## config.mk

```make
export PLATFORM = sky130hd
export DESIGN_NAME = interactivity_priority_scorer
export DESIGN_NICKNAME = d
export VERILOG_FILES = /design/src/sv/ips_pkg.sv /design/src/sv/ips_div.sv /design/src/sv/interactivity_priority_scorer.sv
export SDC_FILE = /design/constraint.sdc
export NUM_CORES = 1
export LEC_CHECK = 0
export ABC_AREA = 1
export BUFFER_PORTS_ARGS = -buffer_cell sky130_fd_sc_hd__buf_4
export CORE_MARGIN = 5
export CORE_UTILIZATION = 50
export CTS_BUF_LIST = sky130_fd_sc_hd__clkbuf_4
export CTS_CLUSTER_DIAMETER = 30
export DETAILED_ROUTE_END_ITERATION = 10
export PLACE_DENSITY = 0.69
export RECOVER_POWER = 50
export REMOVE_ABC_BUFFERS = 1
export SYNTH_ARGS = -nofsm -noshare
export SYNTH_HDL_FRONTEND = slang
export SYNTH_SLANG_ARGS = --single-unit
```

## constraint.sdc

```tcl
create_clock -name clk -period 7.7 [get_ports clk]
set_clock_uncertainty 0.2 [all_clocks]
set_input_delay 0.385 -clock clk [delete_from_list [all_inputs] [get_ports clk]]
set_output_delay 0.385 -clock clk [all_outputs]
set_load 0.02 [all_outputs]
```

## src/sv/ips_pkg.sv

```systemverilog
// Package for the interactivity priority scorer: widths, command and
// register codes, controller states and the divider request/response types.
// Used by every module of the block; depends on nothing.
`default_nettype none

package ips_pkg;

  // Width of the run and sleep time counters.
  localparam int CNT_W  = 32;
  // Width of the system tick count.
  localparam int TICK_W = 32;
  // Width of the wakeup sum, wide enough to catch saturation.
  localparam int SUM_W  = ((CNT_W > TICK_W) ? CNT_W : TICK_W) + 1;
  // Width of the divider's bit counter, able to hold CNT_W itself.
  localparam int CNT_CW = $clog2(CNT_W + 1);

  localparam logic [CNT_W-1:0] CNT_MAX = {CNT_W{1'b1}};

  localparam int CMD_W      = 3;
  localparam int INTER_W    = 9;
  localparam int SCORE_W    = 9;
  localparam int PRIO_W     = 8;
  localparam int CFG_IDX_W  = 3;
  localparam int CFG_DATA_W = 8;
  localparam int NICE_W     = 6;

  // Command codes.
  localparam logic [CMD_W-1:0] CMD_TICK  = 3'd0;
  localparam logic [CMD_W-1:0] CMD_SLEEP = 3'd1;
  localparam logic [CMD_W-1:0] CMD_WAKE  = 3'd2;
  localparam logic [CMD_W-1:0] CMD_QUERY = 3'd3;
  localparam logic [CMD_W-1:0] CMD_PRIO  = 3'd4;

  // Configuration register indexes.
  localparam logic [CFG_IDX_W-1:0] REG_HALF      = 3'd0;
  localparam logic [CFG_IDX_W-1:0] REG_THRESHOLD = 3'd1;
  localparam logic [CFG_IDX_W-1:0] REG_PRIO_MIN  = 3'd2;
  localparam logic [CFG_IDX_W-1:0] REG_PRIO_MAX  = 3'd3;
  localparam logic [CFG_IDX_W-1:0] REG_NICE      = 3'd4;
  localparam logic [CFG_IDX_W-1:0] REG_TIMESHARE = 3'd5;

  typedef enum logic [2:0] {
    ST_IDLE,
    ST_DECODE,
    ST_DIV1,
    ST_DIV2,
    ST_PDIV,
    ST_PMUL,
    ST_OUT
  } state_t;

  typedef struct packed {
    logic             start;
    logic [CNT_W-1:0] dividend;
    logic [CNT_W-1:0] divisor;
  } div_req_t;

  typedef struct packed {
    logic             done;
    logic [CNT_W-1:0] quotient;
  } div_rsp_t;

endpackage

`default_nettype wire

```

## src/sv/ips_div.sv

```systemverilog
// Bit-serial restoring divider: one quotient bit per cycle.
// Depends on ips_pkg for widths and the request/response structs.
`default_nettype none

module ips_div (
  input  wire logic              clk,
  input  wire logic              rst_n,
  input  wire ips_pkg::div_req_t req,
  output ips_pkg::div_rsp_t      rsp
);

  logic                         busy_r, busy_nxt;
  logic                         done_r, done_nxt;
  logic [ips_pkg::CNT_CW-1:0]   cnt_r, cnt_nxt;
  logic [ips_pkg::CNT_W-1:0]    rem_r, rem_nxt;
  logic [ips_pkg::CNT_W-1:0]    quo_r, quo_nxt;
  logic [ips_pkg::CNT_W-1:0]    dsr_r, dsr_nxt;
  logic [ips_pkg::CNT_W+1:0]    trial;

  // The dividend shifts out of the top of quo_r while quotient bits
  // shift in at the bottom.
  assign trial = {1'b0, rem_r, quo_r[ips_pkg::CNT_W-1]} - {2'b00, dsr_r};

  always_comb begin
    busy_nxt = busy_r;
    done_nxt = 1'b0;
    cnt_nxt  = cnt_r;
    rem_nxt  = rem_r;
    quo_nxt  = quo_r;
    dsr_nxt  = dsr_r;
    if (req.start) begin
      busy_nxt = 1'b1;
      cnt_nxt  = ips_pkg::CNT_CW'(ips_pkg::CNT_W);
      rem_nxt  = '0;
      quo_nxt  = req.dividend;
      dsr_nxt  = req.divisor;
    end else if (busy_r) begin
      if (!trial[ips_pkg::CNT_W+1]) begin
        rem_nxt = trial[ips_pkg::CNT_W-1:0];
        quo_nxt = {quo_r[ips_pkg::CNT_W-2:0], 1'b1};
      end else begin
        rem_nxt = {rem_r[ips_pkg::CNT_W-2:0], quo_r[ips_pkg::CNT_W-1]};
        quo_nxt = {quo_r[ips_pkg::CNT_W-2:0], 1'b0};
      end
      cnt_nxt = cnt_r - ips_pkg::CNT_CW'(1);
      if (cnt_r == ips_pkg::CNT_CW'(1)) begin
        busy_nxt = 1'b0;
        done_nxt = 1'b1;
      end
    end
  end

  always_ff @(posedge clk) begin
    if (!rst_n) begin
      busy_r <= 1'b0;
      done_r <= 1'b0;
      cnt_r  <= '0;
    end else begin
      busy_r <= busy_nxt;
      done_r <= done_nxt;
      cnt_r  <= cnt_nxt;
    end
    rem_r <= rem_nxt;
    quo_r <= quo_nxt;
    dsr_r <= dsr_nxt;
  end

  assign rsp.done     = done_r;
  assign rsp.quotient = quo_r;

endmodule

`default_nettype wire

```

## src/sv/interactivity_priority_scorer.sv

```systemverilog
// Interactivity scorer and priority mapper for one thread, one request at a time.
// An accepted request passes through ST_DECODE to ST_OUT; a score query that needs
// both divisions runs ST_DIV1 and ST_DIV2 in between, and a priority update that
// divides runs ST_PDIV and ST_PMUL; the bit-serial divider (one quotient bit per
// cycle) makes those two the long sequences. A full, stalled result holds ST_OUT.
// Synchronous reset clears counters, latch and priority and loads register defaults.
`default_nettype none

module interactivity_priority_scorer (
  input  wire logic                             clk,
  input  wire logic                             rst_n,
  // Configuration write port.
  input  wire logic                             cfg_we,
  input  wire logic [ips_pkg::CFG_IDX_W-1:0]    cfg_idx,
  input  wire logic [ips_pkg::CFG_DATA_W-1:0]   cfg_data,
  // Request channel.
  input  wire logic                             in_valid,
  output logic                                  in_stall,
  input  wire logic [ips_pkg::CMD_W-1:0]        in_cmd,
  input  wire logic [ips_pkg::TICK_W-1:0]       in_now_ticks,
  input  wire logic [ips_pkg::INTER_W-1:0]      in_stored_interactivity,
  // Result channel.
  output logic                                  out_valid,
  input  wire logic                             out_stall,
  output logic [ips_pkg::SCORE_W-1:0]           out_score,
  output logic [ips_pkg::PRIO_W-1:0]            out_priority_res
);

  ips_pkg::state_t state_r, state_nxt;

  // Captured request.
  logic [ips_pkg::CMD_W-1:0]    cmd_r, cmd_nxt;
  logic [ips_pkg::TICK_W-1:0]   now_r, now_nxt;
  logic [ips_pkg::INTER_W-1:0]  inter_r, inter_nxt;

  // Thread state.
  logic [ips_pkg::CNT_W-1:0]    run_r, run_nxt;
  logic [ips_pkg::CNT_W-1:0]    sleep_r, sleep_nxt;
  logic [ips_pkg::TICK_W-1:0]   start_r, start_nxt;
  logic [ips_pkg::PRIO_W-1:0]   prio_r, prio_nxt;

  // Configuration registers.
  logic [7:0]                   half_r, thr_r, pmin_r, pmax_r;
  logic [ips_pkg::NICE_W-1:0]   nice_r;
  logic                         ts_r;

  // Working registers of the score and priority sequences.
  logic                         gt_r, gt_nxt;
  logic                         neg_r, neg_nxt;
  logic [7:0]                   s_r, s_nxt;
  logic [7:0]                   prod_r, prod_nxt;
  logic [ips_pkg::SCORE_W-1:0]  score_r, score_nxt;

  // Result register.
  logic                         out_valid_r, out_valid_nxt;
  logic [ips_pkg::SCORE_W-1:0]  out_score_r, out_score_nxt;
  logic [ips_pkg::PRIO_W-1:0]   out_prio_r, out_prio_nxt;

  ips_pkg::div_req_t            div_req;
  ips_pkg::div_rsp_t            div_rsp;

  // Derived values.
  logic [7:0]                   h;
  logic                         run_eq, run_ge, run_gt, keep_half;
  logic [ips_pkg::TICK_W-1:0]   elapsed;
  logic [ips_pkg::SUM_W-1:0]    wake_sum;
  logic [ips_pkg::CNT_W-1:0]    sleep_add, run_inc;
  logic [10:0]                  s_sum;
  logic [9:0]                   s_cl;
  logic                         s_ge;
  logic [9:0]                   span, span_mag;
  logic [ips_pkg::CNT_W-1:0]    d2;
  logic                         q_ge_h;
  logic [15:0]                  mul;
  logic [7:0]                   prod;
  logic                         accept, out_load;

  ips_div u_div (
    .clk   (clk),
    .rst_n (rst_n),
    .req   (div_req),
    .rsp   (div_rsp)
  );

  // A half of zero behaves as one.
  assign h = (half_r == 8'd0) ? 8'd1 : half_r;

  assign run_eq    = (run_r == sleep_r);
  assign run_ge    = (run_r >= sleep_r);
  assign run_gt    = run_ge && !run_eq;
  assign keep_half = (({1'b0, inter_r} <= {2'b00, h}) && run_ge) || run_eq;

  // Saturating counter updates. Elapsed sleep wraps modulo the tick width.
  assign run_inc   = (run_r == ips_pkg::CNT_MAX) ? run_r : run_r + ips_pkg::CNT_W'(1);
  assign elapsed   = now_r - start_r;
  assign wake_sum  = ips_pkg::SUM_W'(sleep_r) + ips_pkg::SUM_W'(elapsed);
  assign sleep_add = (wake_sum > ips_pkg::SUM_W'(ips_pkg::CNT_MAX)) ?
                     ips_pkg::CNT_MAX : wake_sum[ips_pkg::CNT_W-1:0];

  // Interactivity plus nice, clamped at zero, against the threshold.
  assign s_sum = {2'b00, inter_r} + {{5{nice_r[ips_pkg::NICE_W-1]}}, nice_r};
  assign s_cl  = s_sum[10] ? 10'd0 : s_sum[9:0];
  assign s_ge  = (s_cl >= {2'b00, thr_r});

  // Signed span of the interactive range; the division runs on its magnitude
  // and the sign comes back afterwards, which truncates toward zero.
  assign span     = {2'b00, pmax_r} - {2'b00, pmin_r} + 10'd1;
  assign span_mag = span[9] ? (~span + 10'd1) : span;

  // The first quotient becomes the second divisor, never below one.
  assign d2     = (div_rsp.quotient == '0) ? ips_pkg::CNT_W'(1) : div_rsp.quotient;
  assign q_ge_h = (div_rsp.quotient >= ips_pkg::CNT_W'(h));

  // Only the low byte of the step times the clamped sum survives.
  assign mul  = div_rsp.quotient[7:0] * s_r;
  assign prod = neg_r ? (~mul[7:0] + 8'd1) : mul[7:0];

  assign accept   = in_valid && (state_r == ips_pkg::ST_IDLE);
  assign out_load = (state_r == ips_pkg::ST_OUT) && (!out_valid_r || !out_stall);

  // Next state.
  always_comb begin
    state_nxt = state_r;
    case (state_r)
      ips_pkg::ST_IDLE: begin
        if (accept) state_nxt = ips_pkg::ST_DECODE;
      end
      ips_pkg::ST_DECODE: begin
        state_nxt = ips_pkg::ST_OUT;
        if (cmd_r == ips_pkg::CMD_QUERY && !keep_half) begin
          state_nxt = ips_pkg::ST_DIV1;
        end else if (cmd_r == ips_pkg::CMD_PRIO && ts_r && !s_ge) begin
          state_nxt = ips_pkg::ST_PDIV;
        end
      end
      ips_pkg::ST_DIV1: begin
        if (div_rsp.done) state_nxt = ips_pkg::ST_DIV2;
      end
      ips_pkg::ST_DIV2: begin
        if (div_rsp.done) state_nxt = ips_pkg::ST_OUT;
      end
      ips_pkg::ST_PDIV: begin
        if (div_rsp.done) state_nxt = ips_pkg::ST_PMUL;
      end
      ips_pkg::ST_PMUL: state_nxt = ips_pkg::ST_OUT;
      ips_pkg::ST_OUT: begin
        if (out_load) state_nxt = ips_pkg::ST_IDLE;
      end
      default: state_nxt = ips_pkg::ST_IDLE;
    endcase
  end

  // Datapath updates and divider requests.
  always_comb begin
    cmd_nxt          = cmd_r;
    now_nxt          = now_r;
    inter_nxt        = inter_r;
    run_nxt          = run_r;
    sleep_nxt        = sleep_r;
    start_nxt        = start_r;
    prio_nxt         = prio_r;
    gt_nxt           = gt_r;
    neg_nxt          = neg_r;
    s_nxt            = s_r;
    prod_nxt         = prod_r;
    score_nxt        = score_r;
    div_req.start    = 1'b0;
    div_req.dividend = run_r;
    div_req.divisor  = ips_pkg::CNT_W'(h);

    case (state_r)
      ips_pkg::ST_IDLE: begin
        if (accept) begin
          cmd_nxt   = in_cmd;
          now_nxt   = in_now_ticks;
          inter_nxt = in_stored_interactivity;
        end
      end
      ips_pkg::ST_DECODE: begin
        score_nxt = '0;
        case (cmd_r)
          ips_pkg::CMD_TICK: run_nxt = run_inc;
          ips_pkg::CMD_SLEEP: start_nxt = now_r;
          ips_pkg::CMD_WAKE: begin
            sleep_nxt = sleep_add;
            start_nxt = '0;
          end
          ips_pkg::CMD_QUERY: begin
            gt_nxt = run_gt;
            if (keep_half) begin
              score_nxt = ips_pkg::SCORE_W'(h);
            end else begin
              // First division: the larger counter over the half scale.
              div_req.start    = 1'b1;
              div_req.dividend = run_gt ? run_r : sleep_r;
              div_req.divisor  = ips_pkg::CNT_W'(h);
            end
          end
          ips_pkg::CMD_PRIO: begin
            if (!ts_r || s_ge) begin
              prio_nxt = '0;
            end else begin
              s_nxt            = s_cl[7:0];
              neg_nxt          = span[9];
              div_req.start    = 1'b1;
              div_req.dividend = ips_pkg::CNT_W'(span_mag);
              div_req.divisor  = ips_pkg::CNT_W'(thr_r);
            end
          end
          default: ;
        endcase
      end
      ips_pkg::ST_DIV1: begin
        if (div_rsp.done) begin
          // Second division: the smaller counter over the first quotient.
          div_req.start    = 1'b1;
          div_req.dividend = gt_r ? sleep_r : run_r;
          div_req.divisor  = d2;
        end
      end
      ips_pkg::ST_DIV2: begin
        if (div_rsp.done) begin
          if (gt_r) begin
            // The term below half is clamped at zero.
            score_nxt = q_ge_h ? ips_pkg::SCORE_W'(h) :
                        ips_pkg::SCORE_W'(h) + ips_pkg::SCORE_W'(h) -
                        ips_pkg::SCORE_W'(div_rsp.quotient[7:0]);
          end else begin
            score_nxt = div_rsp.quotient[ips_pkg::SCORE_W-1:0];
          end
        end
      end
      ips_pkg::ST_PDIV: begin
        if (div_rsp.done) prod_nxt = prod;
      end
      ips_pkg::ST_PMUL: prio_nxt = pmin_r + prod_r;
      default: ;
    endcase
  end

  // Result register: it loads when empty or draining, and empties on handoff.
  always_comb begin
    out_valid_nxt = out_valid_r;
    out_score_nxt = out_score_r;
    out_prio_nxt  = out_prio_r;
    if (out_load) begin
      out_valid_nxt = 1'b1;
      out_score_nxt = score_r;
      out_prio_nxt  = prio_r;
    end else if (out_valid_r && !out_stall) begin
      out_valid_nxt = 1'b0;
    end
  end

  always_ff @(posedge clk) begin
    if (!rst_n) begin
      state_r     <= ips_pkg::ST_IDLE;
      out_valid_r <= 1'b0;
      run_r       <= '0;
      sleep_r     <= '0;
      start_r     <= '0;
      prio_r      <= '0;
    end else begin
      state_r     <= state_nxt;
      out_valid_r <= out_valid_nxt;
      run_r       <= run_nxt;
      sleep_r     <= sleep_nxt;
      start_r     <= start_nxt;
      prio_r      <= prio_nxt;
    end
    cmd_r       <= cmd_nxt;
    now_r       <= now_nxt;
    inter_r     <= inter_nxt;
    gt_r        <= gt_nxt;
    neg_r       <= neg_nxt;
    s_r         <= s_nxt;
    prod_r      <= prod_nxt;
    score_r     <= score_nxt;
    out_score_r <= out_score_nxt;
    out_prio_r  <= out_prio_nxt;
  end

  // Configuration registers; indexes past the list are ignored.
  always_ff @(posedge clk) begin
    if (!rst_n) begin
      half_r <= 8'd50;
      thr_r  <= 8'd30;
      pmin_r <= 8'd120;
      pmax_r <= 8'd159;
      nice_r <= '0;
      ts_r   <= 1'b1;
    end else if (cfg_we) begin
      case (cfg_idx)
        ips_pkg::REG_HALF:      half_r <= cfg_data;
        ips_pkg::REG_THRESHOLD: thr_r  <= cfg_data;
        ips_pkg::REG_PRIO_MIN:  pmin_r <= cfg_data;
        ips_pkg::REG_PRIO_MAX:  pmax_r <= cfg_data;
        ips_pkg::REG_NICE:      nice_r <= cfg_data[ips_pkg::NICE_W-1:0];
        ips_pkg::REG_TIMESHARE: ts_r   <= cfg_data[0];
        default: ;
      endcase
    end
  end

  assign in_stall         = (state_r != ips_pkg::ST_IDLE);
  assign out_valid        = out_valid_r;
  assign out_score        = out_score_r;
  assign out_priority_res = out_prio_r;

endmodule

`default_nettype wire
```

== Word level (Yosys, flattened, before mapping) ==
Cells that the tools add are included.

* Bits in registers: 339
* Logic and storage cells: 168
* Output and inout port bits: 19
* Input bits: 60

* Magnitude comparators: 5
* Muxes and demuxes: 43
* Equal/unequal tests: 25
* Bitwise gates (word level): 6
* Add/sub/neg operators: 13
* Reductions and logical operators: 46
* Multipliers: 1

{| class="wikitable"
|+ Operators with widths
! cell !! number
|-
| 65-bit case mux with 2 select lines || 2
|-
| 32-bit two-way mux || 7
|-
| 65-bit two-way mux || 3
|-
| 32-bit case mux with 2 select lines || 1
|-
| 8-bit two-way mux || 6
|-
| 33-bit by 32-bit subtractor with 34-bit output || 1
|-
| 32-bit by 32-bit adder with 33-bit output || 1
|-
| 33-bit by 32-bit > comparator with 1-bit output (second input constant) || 1
|-
| 32-bit by 1-bit adder with 32-bit output (second input constant) || 1
|-
| 32-bit equality test || 1
|-
| 32-bit equality test (second input constant) || 1
|-
| 32-bit greater-or-equal comparator || 1
|-
| 32-bit by 8-bit greater-or-equal comparator with 1-bit output || 1
|-
| 32-bit zero test || 1
|-
| 32-bit subtractor || 1
|-
| 9-bit two-way mux || 3
|-
| 2-bit AND reduction || 12
|-
| 3-bit case mux with 7 select lines || 1
|-
| 10-bit two-way mux || 2
|-
| 3-bit by 2-bit equality test with 1-bit output (second input constant) || 6
|-
| 3-bit equality test (second input constant) || 6
|-
| 3-bit two-way mux || 6
|-
| 9-bit case mux with 2 select lines || 1
|-
| 8-bit case mux with 2 select lines || 1
|-
| 33 further kinds || 72
|}

== Logic depth before layout (Yosys ltp) ==
Gate-level depths: netlist (run 1).

* Depth in word-level cells: 9
* Gate-level depth with buffers: 28
* Gate-level depth less buffers: 28

== Cells and area by module ==
Synthesis (run 1) repeated with hierarchy kept, for this count alone.

* Cell total of the unflattened synthesis: 3,679
* Area total of the unflattened synthesis: 25,976.2 µm²

{| class="wikitable"
|+ By module, submodules not included
! module !! times used !! cells an instance !! area each (µm²) !! seq. area each (µm²)
|-
| interactivity_priority_scorer || 1 || 2,692 || 19,142.1 || 5,585.4
|-
| ips_div || 1 || 987 || 6,834.1 || 2,722.6
|}

== Least setup slack after synthesis (run 1) ==
No wires, ideal clock.

* Kind: reg2reg
* Start: register inter_r[0] in the netlist's numbering
* End: register u_div.quo_r[0] in the netlist's numbering, enable pin
* Arrival time: 3.891 ns
* Cell stages (with the launch flop): 20
* Period minus slack after synthesis: 4.480 ns
* Path slack: 3.220 ns
* Path buffers: 2
* Data required time: 7.111 ns
* Setup time: 0.389 ns
* Cell sequence: edfxtp_1 > ha_1 > fa_1 > nand3_1 > nand4_1 > nand2_2 > inv_1 > nor3_1 > ha_1 > a211oi_1 > nand3_1 > nor2_4 > nand4_4 > nand2_1 > nand2_2 > nand2_4 > inv_2 > buf_6 > buf_6 > nand2_1

* Longest elaborated chain between the ends: 8
* Elaborated cells between the ends (all ways): 12
* Those cells by class: add/sub (1); order compare (2); mux (5); reduce/logical (4)

{| class="wikitable"
|+ RTL lines
! element !! RTL line !! text
|-
| from (decl) || interactivity_priority_scorer.sv:34 || <nowiki>logic [ips_pkg::INTER_W-1:0] inter_r, inter_nxt;</nowiki>
|-
| from (signal assigned) || interactivity_priority_scorer.sv:273 || <nowiki>inter_r <= inter_nxt;</nowiki>
|-
| 10-bit by 6-bit adder with 11-bit output || interactivity_priority_scorer.sv:101 || <nowiki>assign s_sum = {2'b00, inter_r} + {{5{nice_r[ips_pkg::NICE_W-1]}}, nice_r};</nowiki>
|-
| 10-bit two-way mux || interactivity_priority_scorer.sv:102 || <nowiki>assign s_cl = s_sum[10] ? 10'd0 : s_sum[9:0];</nowiki>
|-
| named net s_cl[7] || interactivity_priority_scorer.sv:69 || <nowiki>logic [9:0] s_cl;</nowiki>
|-
| 10-bit by 8-bit greater-or-equal comparator with 1-bit output || interactivity_priority_scorer.sv:103 || <nowiki>assign s_ge = (s_cl >= {2'b00, thr_r});</nowiki>
|-
| 1-bit logical OR || interactivity_priority_scorer.sv:200 || <nowiki>if (!ts_r || s_ge) begin</nowiki>
|-
| 65-bit two-way mux || interactivity_priority_scorer.sv:200 ||
|-
| 65-bit case mux with 2 select lines || interactivity_priority_scorer.sv:181 || <nowiki>case (cmd_r)</nowiki>
|-
| 65-bit case mux with 2 select lines || interactivity_priority_scorer.sv:171 || <nowiki>case (state_r)</nowiki>
|-
| 2-bit nonzero test (no line) || - ||
|-
| to (signal assigned) || ips_div.sv:64 || <nowiki>quo_r <= quo_nxt;</nowiki>
|-
| to (decl) || ips_div.sv:16 || <nowiki>logic [ips_pkg::CNT_W-1:0] quo_r, quo_nxt;</nowiki>
|}

The timed path passes the listed nets, and every way through them passes these cells.
A chain may end at the register's enable or synchronous reset.

== Worst setup path after layout (run 1) ==
* Start: register state_r[0]
* End: register run_r[14] in the netlist's numbering

* Longest elaborated chain between the ends: 2

{| class="wikitable"
|+ RTL lines
! element !! RTL line !! text
|-
| from (decl) || interactivity_priority_scorer.sv:29 || <nowiki>ips_pkg::state_t state_r, state_nxt;</nowiki>
|-
| from (signal assigned) || interactivity_priority_scorer.sv:257 || <nowiki>state_r <= ips_pkg::ST_IDLE;</nowiki>
|-
| from (signal assigned) || interactivity_priority_scorer.sv:264 || <nowiki>state_r <= state_nxt;</nowiki>
|-
| 3-bit by 1-bit equality test with 1-bit output || interactivity_priority_scorer.sv:171 ||
|-
| 3-bit AND reduction (no line) || - ||
|-
| to (signal assigned) || interactivity_priority_scorer.sv:266 || <nowiki>run_r <= run_nxt;</nowiki>
|-
| to (decl) || interactivity_priority_scorer.sv:37 || <nowiki>logic [ips_pkg::CNT_W-1:0] run_r, run_nxt;</nowiki>
|}

Every way passes these cells.

==> metrics.txt, run 1 <==
clk sink count=approximately 340; clock latency on the worst-skew pair=roughly 0.88 ns; sum of routed wire length over all layers=between 70000 and 80000 um; die outline area=55400 sq um; horizontal die dimension=about 240 um; vertical die dimension=235 um; fraction of final layout cells sized beyond drive strength 1=under 10%; Row Count=about 80; total cell area at the placement stage=26500 sq um; share of synthesized area occupied by flip-flops and latches=32.7%; Worst R2R Path Depth=15; number of buffers created by CTS=approximately 100; clock tree from TritonCTS=done; I/O pins=approximately 80; Final setup viols=0; min-delay worst type=in -> reg; leading cell type in the layout, fill and taps excluded=nand2_1; # Max-Cap Violations=5; maximum number of pins on one net before global-route repair=about 100; count of flip-flops with a built-in enable after synthesis=~150; count of filler cells inserted in the layout=~4800; number of instances in the synthesized netlist=~3600; synthesized flop and latch total=approximately 340; Avg Synthesized Cell Area=7.08 sq um; Final Net Count=4064; Final Max Slew Viols=~250; startpoint class of the critical path=register; measured slew at the worst slew-check pin=~3.4 ns; initial antenna violation count=4; routed len/inst=between 15 and 20 um; async set-reset flop share out of synthesis=0%; number of search-and-repair iterations in the first detailed-routing pass=6; critical path required time=slightly above 8 ns; via-per-instance ratio=~5.4; PortBufs=a little under 80; Reg clk slew, reported paths=approximately 0.070 ns; power density of the placed cells=~270 nW/um^2; arrival time at the worst endpoint=approximately 6.6 ns; CTS HTree Levels=3; final HPWL from detailed placement=between 50000 and 60000 um; RSZ-0062 raised after global routing=no; global-route wire length before repair=between 100000 and 150000 um; Hold Crit Depth=2; cell accounting for the most synthesized area=edfxtp_1; Non-Filler Cell Area, Final=about 29000 sq um; count of unresolved DRC violations after routing=0; worst reg2reg path endpoint=run_r[14]; Clk Tree Root Cell=clkbuf_4; Initial Utilization=roughly half; Crit Path Category=reg -> reg; Achievable Freq=between 150 and 200 MHz; Std-Cell Core Area=about 50000 sq um; fin crit period=between 6 and 7 ns; Max IR drop VDD=0.000183 V; leakage power summed over all cells=~13 nW; Setup Buffers After CTS=0; Overflow after GRT=0; end of the worst hold path=inter_r[8]; CTS-repair resized insts=0; Setup TNS Final=0 ns; Post-CTS Hold Buffers=between 100 and 150; iteration-0 DRC count of the detailed router=roughly 2200; origin of the worst min-delay path=in_stored_interactivity[8]; Netlist Area Pre-Place=between 20000 and 30000 sq um; crit path max fanout=38; maximum clock insertion buffer count=3; post-synth cell types=between 50 and 60; share of Yosys cell area claimed by the top area cell type=around 18%; all-layer global routing usage=between 20% and 30%; Final Hold Fails=0; crit path capture type=register; most common flop cell mapped by yosys=dfxtp_1; outcome=finished with violations; failing checks=capacitance limit, slew limit; worst-case headroom to the max-slew limit=-128%; number of warnings reported in the yosys synthesis log=0; final worst path period share=around 80%; setup slack of the most critical reg-to-reg path=between 1.5 and 2 ns; commonest cells after routing, fill and taps aside=nand2_1, inv_1, a21oi_1, nor2_1, o21ai_0; placer congestion estimate=slightly below 1; reg2reg start=state_r[0]; Layout Area Growth over Synthesis=13.4%; number of nets with antenna violations after routing=0; vias in the first global route=~23000; top post-synthesis cells by area=edfxtp_1, dfxtp_1, nand2_1; routed vias=between 20000 and 25000
## metal layers
layer / track usage [%] / vias up / routed length [um]
met5: 0 / - / 27
met4: 7.62 / 4 / 1960
met3: 4.36 / 154 / 4820
met2: 41.4 / 754 / 32900
met1: 34.3 / 11100 / 32800
li1: - / 12400 / -
## registers in the layout, summed over array words and instances, names as in the netlist, 9 cells and up
| register | count |
|---|---|
| u_div.rem_r | 32 |
| run_r | 32 |
| u_div.quo_r | 32 |
| now_r | 32 |
| sleep_r | 32 |
| start_r | 32 |
| u_div.dsr_r | 32 |
| score_r | 9 |
| out_score | 9 |
| inter_r | 9 |
## synth_stat cells, types with 3 or more instances
| cell | n |
|---|---|
| a211oi_1 | 33 |
| a21boi_0 | 7 |
| a21o_1 | 17 |
| a21oi_1 | 320 |
| a221oi_1 | 3 |
| a22oi_1 | 4 |
| a31oi_1 | 30 |
| a41oi_1 | 3 |
| and3_1 | 5 |
| buf_1 | 5 |
| buf_2 | 29 |
| clkbuf_1 | 83 |
| clkinv_1 | 6 |
| dfxtp_1 | 187 |
| edfxtp_1 | 152 |
| fa_1 | 19 |
| ha_1 | 209 |
| inv_1 | 521 |
| inv_2 | 10 |
| nand2_1 | 820 |
| nand2_2 | 5 |
| nand3_1 | 200 |
| nand3b_1 | 7 |
| nand4_1 | 62 |
| nor2_1 | 302 |
| nor2_2 | 4 |
| nor3_1 | 46 |
| nor4_1 | 21 |
| o211ai_1 | 35 |
| o21a_1 | 9 |
| o21ai_0 | 231 |
| o21ai_1 | 9 |
| o21bai_1 | 19 |
| o221ai_1 | 12 |
| o22ai_1 | 5 |
| o31ai_1 | 10 |
| or2_2 | 4 |
| xnor2_1 | 55 |
| xor2_1 | 69 |
## stage by stage
step | cells | hold slack, ns | util, % | power [mW] | setup WS (ns)
after floorplan | 3467 | 0.200 | - | 5.05 | 2.37
after detailed placement | 4237 | 0.205 | 52.8 | 6.03 | 2.56
final | 4534 | 0.0946 | 57.4 | 7.90 | 1.57
after global placement | 4237 | 0.202 | 52.8 | 6.01 | 2.73
after CTS | 4532 | 0.00431 | 57.7 | 7.93 | 2.56
after global routing | 4534 | 0.0258 | 57.4 | 8.56 | 1.32
## worst max-delay path: stages, from the launching register on
cell	delay (ns)
dfxtp_1	0.38
inv_1	0.11
nor2_1	0.14
clkinv_1	0.10
nor2_1	0.12
clkbuf_1	1.39
inv_1	0.90
nor3_1	0.62
nand2_1	0.10
clkbuf_1	0.48
inv_2	0.52
nand3_1	0.24
nor2_1	0.23
nand2_1	0.15
nor3_1	0.19
nor3b_2	0.07
## kinds of logic (layout without fill, tap and decap cells)
| family | after synthesis | after routing | synth area share, % |
|---|---|---|---|
| buffers and inverters | 658 | 930 | 9.95 |
| other | 0 | 2 | 0 |
| DFF | 339 | 339 | 32.7 |
| adders and majority gates | 228 | 228 | 11.8 |
| and+or+nand+nor | 1490 | 1490 | 24.7 |
| xor gates and xnor gates | 124 | 124 | 4.28 |
| AOI/OAI and AO/OA | 749 | 749 | 16.6 |
## cell type report
type / instances / area [sq um] / share of cell area [%]
sequential: 339 / 8310 / 28.8
timing repair buffer: 205 / 1690 / 5.87
inverter: 537 / 2020 / 7.00
clock buffer: 139 / 1040 / 3.62
clock inverter: 49 / 332 / 1.15
multi-input combinational: 2591 / 14600 / 50.6
tap: 672 / 841 / 2.92
antenna: 2 / 5.00 / 0.0174
## report_power, final
| group | leakage [nW] | switching, mW | internal, mW | total (mW) |
|---|---|---|---|---|
| Sequential | 2.90 | 0.176 | 2.20 | 2.38 |
| Combinational | 9.31 | 2.45 | 1.25 | 3.69 |
| Clock | 0.806 | 0.841 | 0.982 | 1.82 |
| Total | 13.0 | 3.47 | 4.43 | 7.90 |
## worst max path at each step
| stage | startpoint | end |
|---|---|---|
| 2_1_floorplan | inter_r[0] | u_div.quo_r[0] |
| 5_1_grt | state_r[0] | run_r[14] |
| 3_5_place_dp | inter_r[0] | u_div.quo_r[3] |
| 3_3_place_gp | inter_r[0] | u_div.quo_r[1] |
| 4_1_cts | inter_r[0] | u_div.quo_r[3] |
| 6_report | state_r[0] | run_r[14] |
No activity file was read; power rests on OpenSTA's default activity.
==> run 2: changes to the inputs <==
==> constraint.sdc (replaced) <==
create_clock -name clk -period 6.32 [get_ports clk]
set_clock_uncertainty 0.2 [all_clocks]
set_input_delay 0.316 -clock clk [delete_from_list [all_inputs] [get_ports clk]]
set_output_delay 0.316 -clock clk [all_outputs]
set_load 0.02 [all_outputs]
==> run 2 against run 1 <==
The flow still finishes with violations (capacitance limit, slew limit). Fmax increased by 15%. Register-to-register slack worse by 0.56 ns. Final cell count grew 0.11%. Sequential share of layout area down 0.092 points. First-iteration DRC count shrank 6.1%. Critical path depth rose by 3. Sequential power is 22% higher. Die area stayed put. Design area increased by 0.32%. Core utilization is 0.18 points higher.
==> metrics.txt, run 2 (synthesized netlist as in run 1, its figures left out) <==
failing checks=capacitance limit, slew limit; all-layer global routing usage=25.0% (-0.21 points); peak-usage layer in the global routing report=met2; final worst path period share=83.9% (+4.4 points); min-delay worst type=in -> reg; global-route wire length before repair=116000 um (-0.63%); via-per-instance ratio=5.38 (about the same); total power of the final layout=9.57 mW (+21%); vias in the first global route=23400 (+0.27%); Final Max Slew Viols=256 (+2.0%); Overflow after GRT=0 (unchanged); number of nets with antenna violations after routing=0 (unchanged); routed len/inst=15.7 um (-2.0%); worst-case hold slack=0.122 ns (+0.0272 ns); worst-case headroom to the max-slew limit=-130% (-2.0 points); Reg clk slew, reported paths=0.07 ns (about the same); startpoint class of the critical path=register; Crit Path Category=reg -> reg; Std-Cell Core Area=50200 sq um (unchanged); commonest cells after routing, fill and taps aside=nand2_1, inv_1, a21oi_1, nor2_1, o21ai_0; PortBufs=78 (unchanged); fin crit period=5.30 ns (-0.821 ns); routed vias=24400 (+0.17%); met2 track utilization from global routing=41.8% (+0.41 points); Max IR drop VDD=0.000331 V (+81%); maximum number of pins on one net before global-route repair=94 (-7.8%); measured slew at the worst slew-check pin=3.45 ns (+0.0295 ns); iteration-0 DRC count of the detailed router=2032 (-6.1%); global routing met1 resource utilization=33.4% (-0.91 points); placer congestion estimate=0.958 (-1.1%); global-route track usage on met3=4.60% (+0.25 points); vertical die dimension=235 um (unchanged); arrival time at the worst endpoint=5.59 ns (-1.01 ns); CTS-repair resized insts=0 (unchanged); leakage power summed over all cells=13.1 nW (+0.32%); clock latency on the worst-skew pair=0.87 ns (about the same); clk sink count=339 (unchanged); final HPWL from detailed placement=52200 um (-1.1%); # Max-Cap Violations=5 (unchanged); Final Hold Fails=0 (unchanged); count of unresolved DRC violations after routing=0 (unchanged); Final Net Count=4070 (+0.15%); maximum clock insertion buffer count=3 (unchanged); sum of routed wire length over all layers=71100 um (-1.9%); crit path capture type=register; I/O pins=79 (unchanged); clock tree from TritonCTS=done; horizontal die dimension=235 um (unchanged); Post-CTS Hold Buffers=118 (+10%); post-placement setup slack=1.19 ns (-1.36 ns); die outline area=55400 sq um (unchanged); initial antenna violation count=2 (-2); Final setup viols=0 (unchanged); fraction of final layout cells sized beyond drive strength 1=7.04% (+0.15 points); number of buffers created by CTS=98 (-3.9%); post-route worst setup slack=1.02 ns (-0.559 ns); Layout Area Growth over Synthesis=13.8%; outcome=finished with violations; Setup Buffers After CTS=0 (unchanged); CTS HTree Levels=3 (unchanged); crit path max fanout=29 (-24%); leading cell type in the layout, fill and taps excluded=nand2_1; Achievable Freq=189 MHz (+15%); Setup TNS Final=0 ns (unchanged); Clk Tree Root Cell=clkbuf_4; critical path required time=6.60 ns (-1.57 ns); power density of the placed cells=331 nW/um^2 (+21%); Row Count=82 (unchanged); number of search-and-repair iterations in the first detailed-routing pass=6 (unchanged); Initial Utilization=50.6% (unchanged); RSZ-0062 raised after global routing=no
## run 2: metal layers
layer / wire length, um / share of wire (%)
met4: 1800 / 2.5
met1: 32200 / 45
met3: 4600 / 6.5
met5: 0 / 0
met2: 32500 / 46
## run 2: metrics by stage
stage | instances | cell area [sq um] | util (%)
floorplan | 3467 | 24900 | -
global placement | 4236 | 26500 | 52.8
detailed placement | 4236 | 26500 | 52.8
CTS | 4534 | 29000 | 57.8
global route | 4539 | 28900 | 57.6
finish | 4539 | 28900 | 57.6
## run 2: cell type report
| type | instances | area [sq um] |
|---|---|---|
| well taps | 672 | 841 |
| clock inverters | 41 | 293 |
| inverters | 537 | 2020 |
| fillers | 4831 | 21300 |
| multi-input cells | 2591 | 14600 |
| clock buffers | 139 | 1040 |
| diodes | 5 | 12.5 |
| flip-flops and latches | 339 | 8310 |
| repair buffers | 215 | 1810 |
## run 2: where the power goes
group | switching (mW) | total [mW] | internal [mW]
Clock | 0.991 | 2.18 | 1.19
Combinational | 2.97 | 4.50 | 1.52
Sequential | 0.213 | 2.90 | 2.68
Total | 4.18 | 9.57 | 5.40
## run 2: critical path, cell delays in order, from the launching register on
cell and delay, ns:
edfxtp_1 0.41, ha_1 0.26, fa_1 0.46, nand3_1 0.14, nand4_1 0.13, nand2_1 0.18, inv_1 0.11, nor3_1 0.34
ha_1 0.31, a211oi_1 0.23, nand3_1 0.15, nor2_4 0.18, nand4_4 0.25, nand2_1 0.17, nand2_2 0.09, nand2_4 0.14
inv_2 0.22, nand2_1 0.58, buf_4 0.36
## run 2: worst paths after layout
path	start	slack (ns)	cells after the start	to
worst min register to register	score_r[3]	0.22	0	out_score[3]
worst max register to register	inter_r[0]	1.02	18	u_div.quo_r[9]
worst max-delay path	inter_r[0]	1.02	18	u_div.quo_r[9]
worst min-delay path	cfg_data[6]	0.12	4	pmax_r[6]
==> run 3: changes to the inputs <==
--- a/config.mk
+++ b/config.mk
@@ -12,7 +12,7 @@
 export CTS_BUF_LIST = sky130_fd_sc_hd__clkbuf_4
 export CTS_CLUSTER_DIAMETER = 30
 export DETAILED_ROUTE_END_ITERATION = 10
-export PLACE_DENSITY = 0.69
+export PLACE_DENSITY = 0.72
 export RECOVER_POWER = 50
 export REMOVE_ABC_BUFFERS = 1
 export SYNTH_ARGS = -nofsm -noshare
==> constraint.sdc (replaced) <==
create_clock -name clk -period 4.4 [get_ports clk]
set_clock_uncertainty 0.2 [all_clocks]
set_input_delay 0.22 -clock clk [delete_from_list [all_inputs] [get_ports clk]]
set_output_delay 0.22 -clock clk [all_outputs]
set_load 0.02 [all_outputs]
==> run 3 against run 2 <==
The run still ends with capacitance limit, slew limit left. Clock power up 47%. Total power grew 48%. Core utilization grew 1.5 points. Highest routed layer unchanged. Design area up 2.6%. Die area did not move. Global-route usage rose by 0.41 points.
==> metrics.txt, run 3 (synthesized netlist as in run 1, its figures left out) <==
outcome=finished with violations; failing checks=capacitance limit, slew limit; clock latency on the worst-skew pair=0.87 ns (about the same); routed len/inst=15.8 um (+0.80%); count of filler cells inserted in the layout=4696 (-2.8%); area occupied by registers=8310 sq um (unchanged); global routing met1 resource utilization=34.8% (+1.4 points); setup slack of the most critical reg-to-reg path=0.20 ns (-0.82 ns); final HPWL from detailed placement=52300 um (+0.13%); power density of the placed cells=477 nW/um^2 (+44%); global-route wire length before repair=118000 um (+1.2%); final worst path period share=95.6% (+12 points); Most Frequent Cell on Critical Path=nand3_1; total power of the final layout=14.1 mW (+48%); worst stage delay on the critical path=0.42 ns (-0.16 ns); iteration-0 DRC count of the detailed router=2162 (+6.4%); Clk Tree Root Cell=clkbuf_4; I/O pins=79 (unchanged); crit path max fanout=87 (+200%); initial antenna violation count=3 (+1); post-placement setup slack=0.0110 ns (-1.18 ns); Setup TNS Final=0 ns (unchanged); met2 track utilization from global routing=40.0% (-1.8 points); clock tree from TritonCTS=done; peak-usage layer in the global routing report=met2; Worst R2R Path Depth=18 (unchanged); PortBufs=78 (unchanged); slowest cell on the critical path=edfxtp_1; commonest cells after routing, fill and taps aside=nand2_1, inv_1, a21oi_1, nor2_1, o21ai_0; Non-Filler Cell Area, Final=29600 sq um (+2.6%); all-layer global routing usage=25.4% (+0.41 points); Overflow after GRT=0 (unchanged); maximum clock insertion buffer count=3 (unchanged); Std-Cell Core Area=50200 sq um (unchanged); die outline area=55400 sq um (unchanged); CTS HTree Levels=3 (unchanged); Max IR drop VDD=0.000329 V (-0.54%); clk sink count=339 (unchanged); Layout Area Growth over Synthesis=16.7%; count of unresolved DRC violations after routing=0 (unchanged); Crit Path Category=reg -> reg; leakage power summed over all cells=13.4 nW (+2.3%); routed vias=24700 (+1.1%); horizontal die dimension=235 um (unchanged); Hold Crit Depth=4 (unchanged); total cell area at the placement stage=26800 sq um (+1.2%); vertical die dimension=235 um (unchanged); final cell count without fillers=4605 (+1.5%); worst reg2reg path endpoint=u_div.dsr_r[29]; measured slew at the worst slew-check pin=2.62 ns (-0.835 ns); instance count after placement with tap cells included=4275 (+0.92%); cells traversed along the worst timing path=ha_1 -> fa_1 -> nand3_1 -> nand3_1 -> nand2_1 -> nand2_2 -> inv_1 -> nor3_2 -> buf_4 -> ha_1 -> a211oi_2 -> nand3_1 -> nor2_4 -> nand4_4 -> nand2_1 -> nand2_2 -> nand2_4 -> buf_12; number of nets with antenna violations after routing=0 (unchanged); count of buffer and inverter cells on the critical path=3 (unchanged); Final Net Count=4134 (+1.6%); crit-path leading delay family=simple AND/OR/NAND/NOR gates; placer congestion estimate=1.00 (+4.4%); Row Count=82 (unchanged); via-per-instance ratio=5.36 (-0.36%); fraction of final layout cells sized beyond drive strength 1=8.80% (+1.8 points); # Max-Cap Violations=2 (-3); number of search-and-repair iterations in the first detailed-routing pass=8 (+2); Final Hold Fails=0 (unchanged); final cell utilization of the core=59.1% (+1.5 points); fin crit period=4.20 ns (-1.10 ns); number of buffers created by CTS=101 (+3.1%); worst-case headroom to the max-slew limit=-74.7% (+56 points); end of the worst hold path=pmin_r[1]; origin of the worst min-delay path=cfg_data[1]; leading cell type in the layout, fill and taps excluded=nand2_1; arrival time at the worst endpoint=4.46 ns (-1.13 ns); critical path required time=4.66 ns (-1.94 ns); total area of multi-input combinational cells=14800 sq um (+1.4%); Final Max Slew Viols=122 (-52%); Achievable Freq=238 MHz (+26%); min-delay worst type=in -> reg; crit path capture type=register; Reg clk slew, reported paths=0.08 ns (about the same); sum of routed wire length over all layers=72700 um (+2.3%); global-route track usage on met3=5.18% (+0.57 points); startpoint class of the critical path=register; post-route worst setup slack=0.195 ns (-0.820 ns); Initial Utilization=50.6% (unchanged); vias in the first global route=23300 (-0.073%); Final setup viols=0 (unchanged); worst-case hold slack=0.126 ns (+0.00404 ns); reg2reg start=inter_r[0]; maximum number of pins on one net before global-route repair=88 (-6.4%)
[run 3: tightest hold or removal path, stage by stage]
cell and delay (ns):
dlygate4sd3_1 0.53, buf_4 0.14, o21ai_0 0.08, a21oi_1 0.11
[run 3: routing by layer]
layer	vias to the layer above	wire, um
met5	-	0
met4	0	2650
met3	177	5540
met2	814	32000
met1	11200	32600
li1	12500	-
[run 3: how the worst max path moves through the flow]
| stage | start | endpoint | cells after the start |
|---|---|---|---|
| 6_report | inter_r[0] | u_div.dsr_r[29] | 18 |
| 5_1_grt | now_r[1] | sleep_r[3] | 24 |
| 4_1_cts | now_r[0] | sleep_r[29] | 24 |
| 3_5_place_dp | now_r[2] | sleep_r[29] | 25 |
| 3_3_place_gp | now_r[2] | sleep_r[29] | 25 |
| 2_1_floorplan | inter_r[0] | u_div.quo_r[0] | 17 |
[run 3: timing repair]
item,CTS,global route
endpoints found under the setup margin,1,195
pin swaps,0,4
setup buffers,0,11
hold buffers,129,0
endpoints found under the hold margin,187,0
cloned,0,0
gates resized for setup,1,44
[run 3: final cells by class]
cell class / instances / area share [%]
sequential: 339 / 28.0
antenna: 3 / 0.0253
tap: 672 / 2.84
clock inverter: 44 / 1.01
multi-input combinational: 2591 / 49.8
timing repair buffer: 276 / 7.82
inverter: 537 / 6.82
clock buffer: 143 / 3.62
[run 3: power by group]
group          switching (mW)  internal (mW)  leakage (nW)
Combinational            4.41           2.37          9.65
Clock                    1.46           1.75         0.805
Sequential              0.297           3.85          2.90
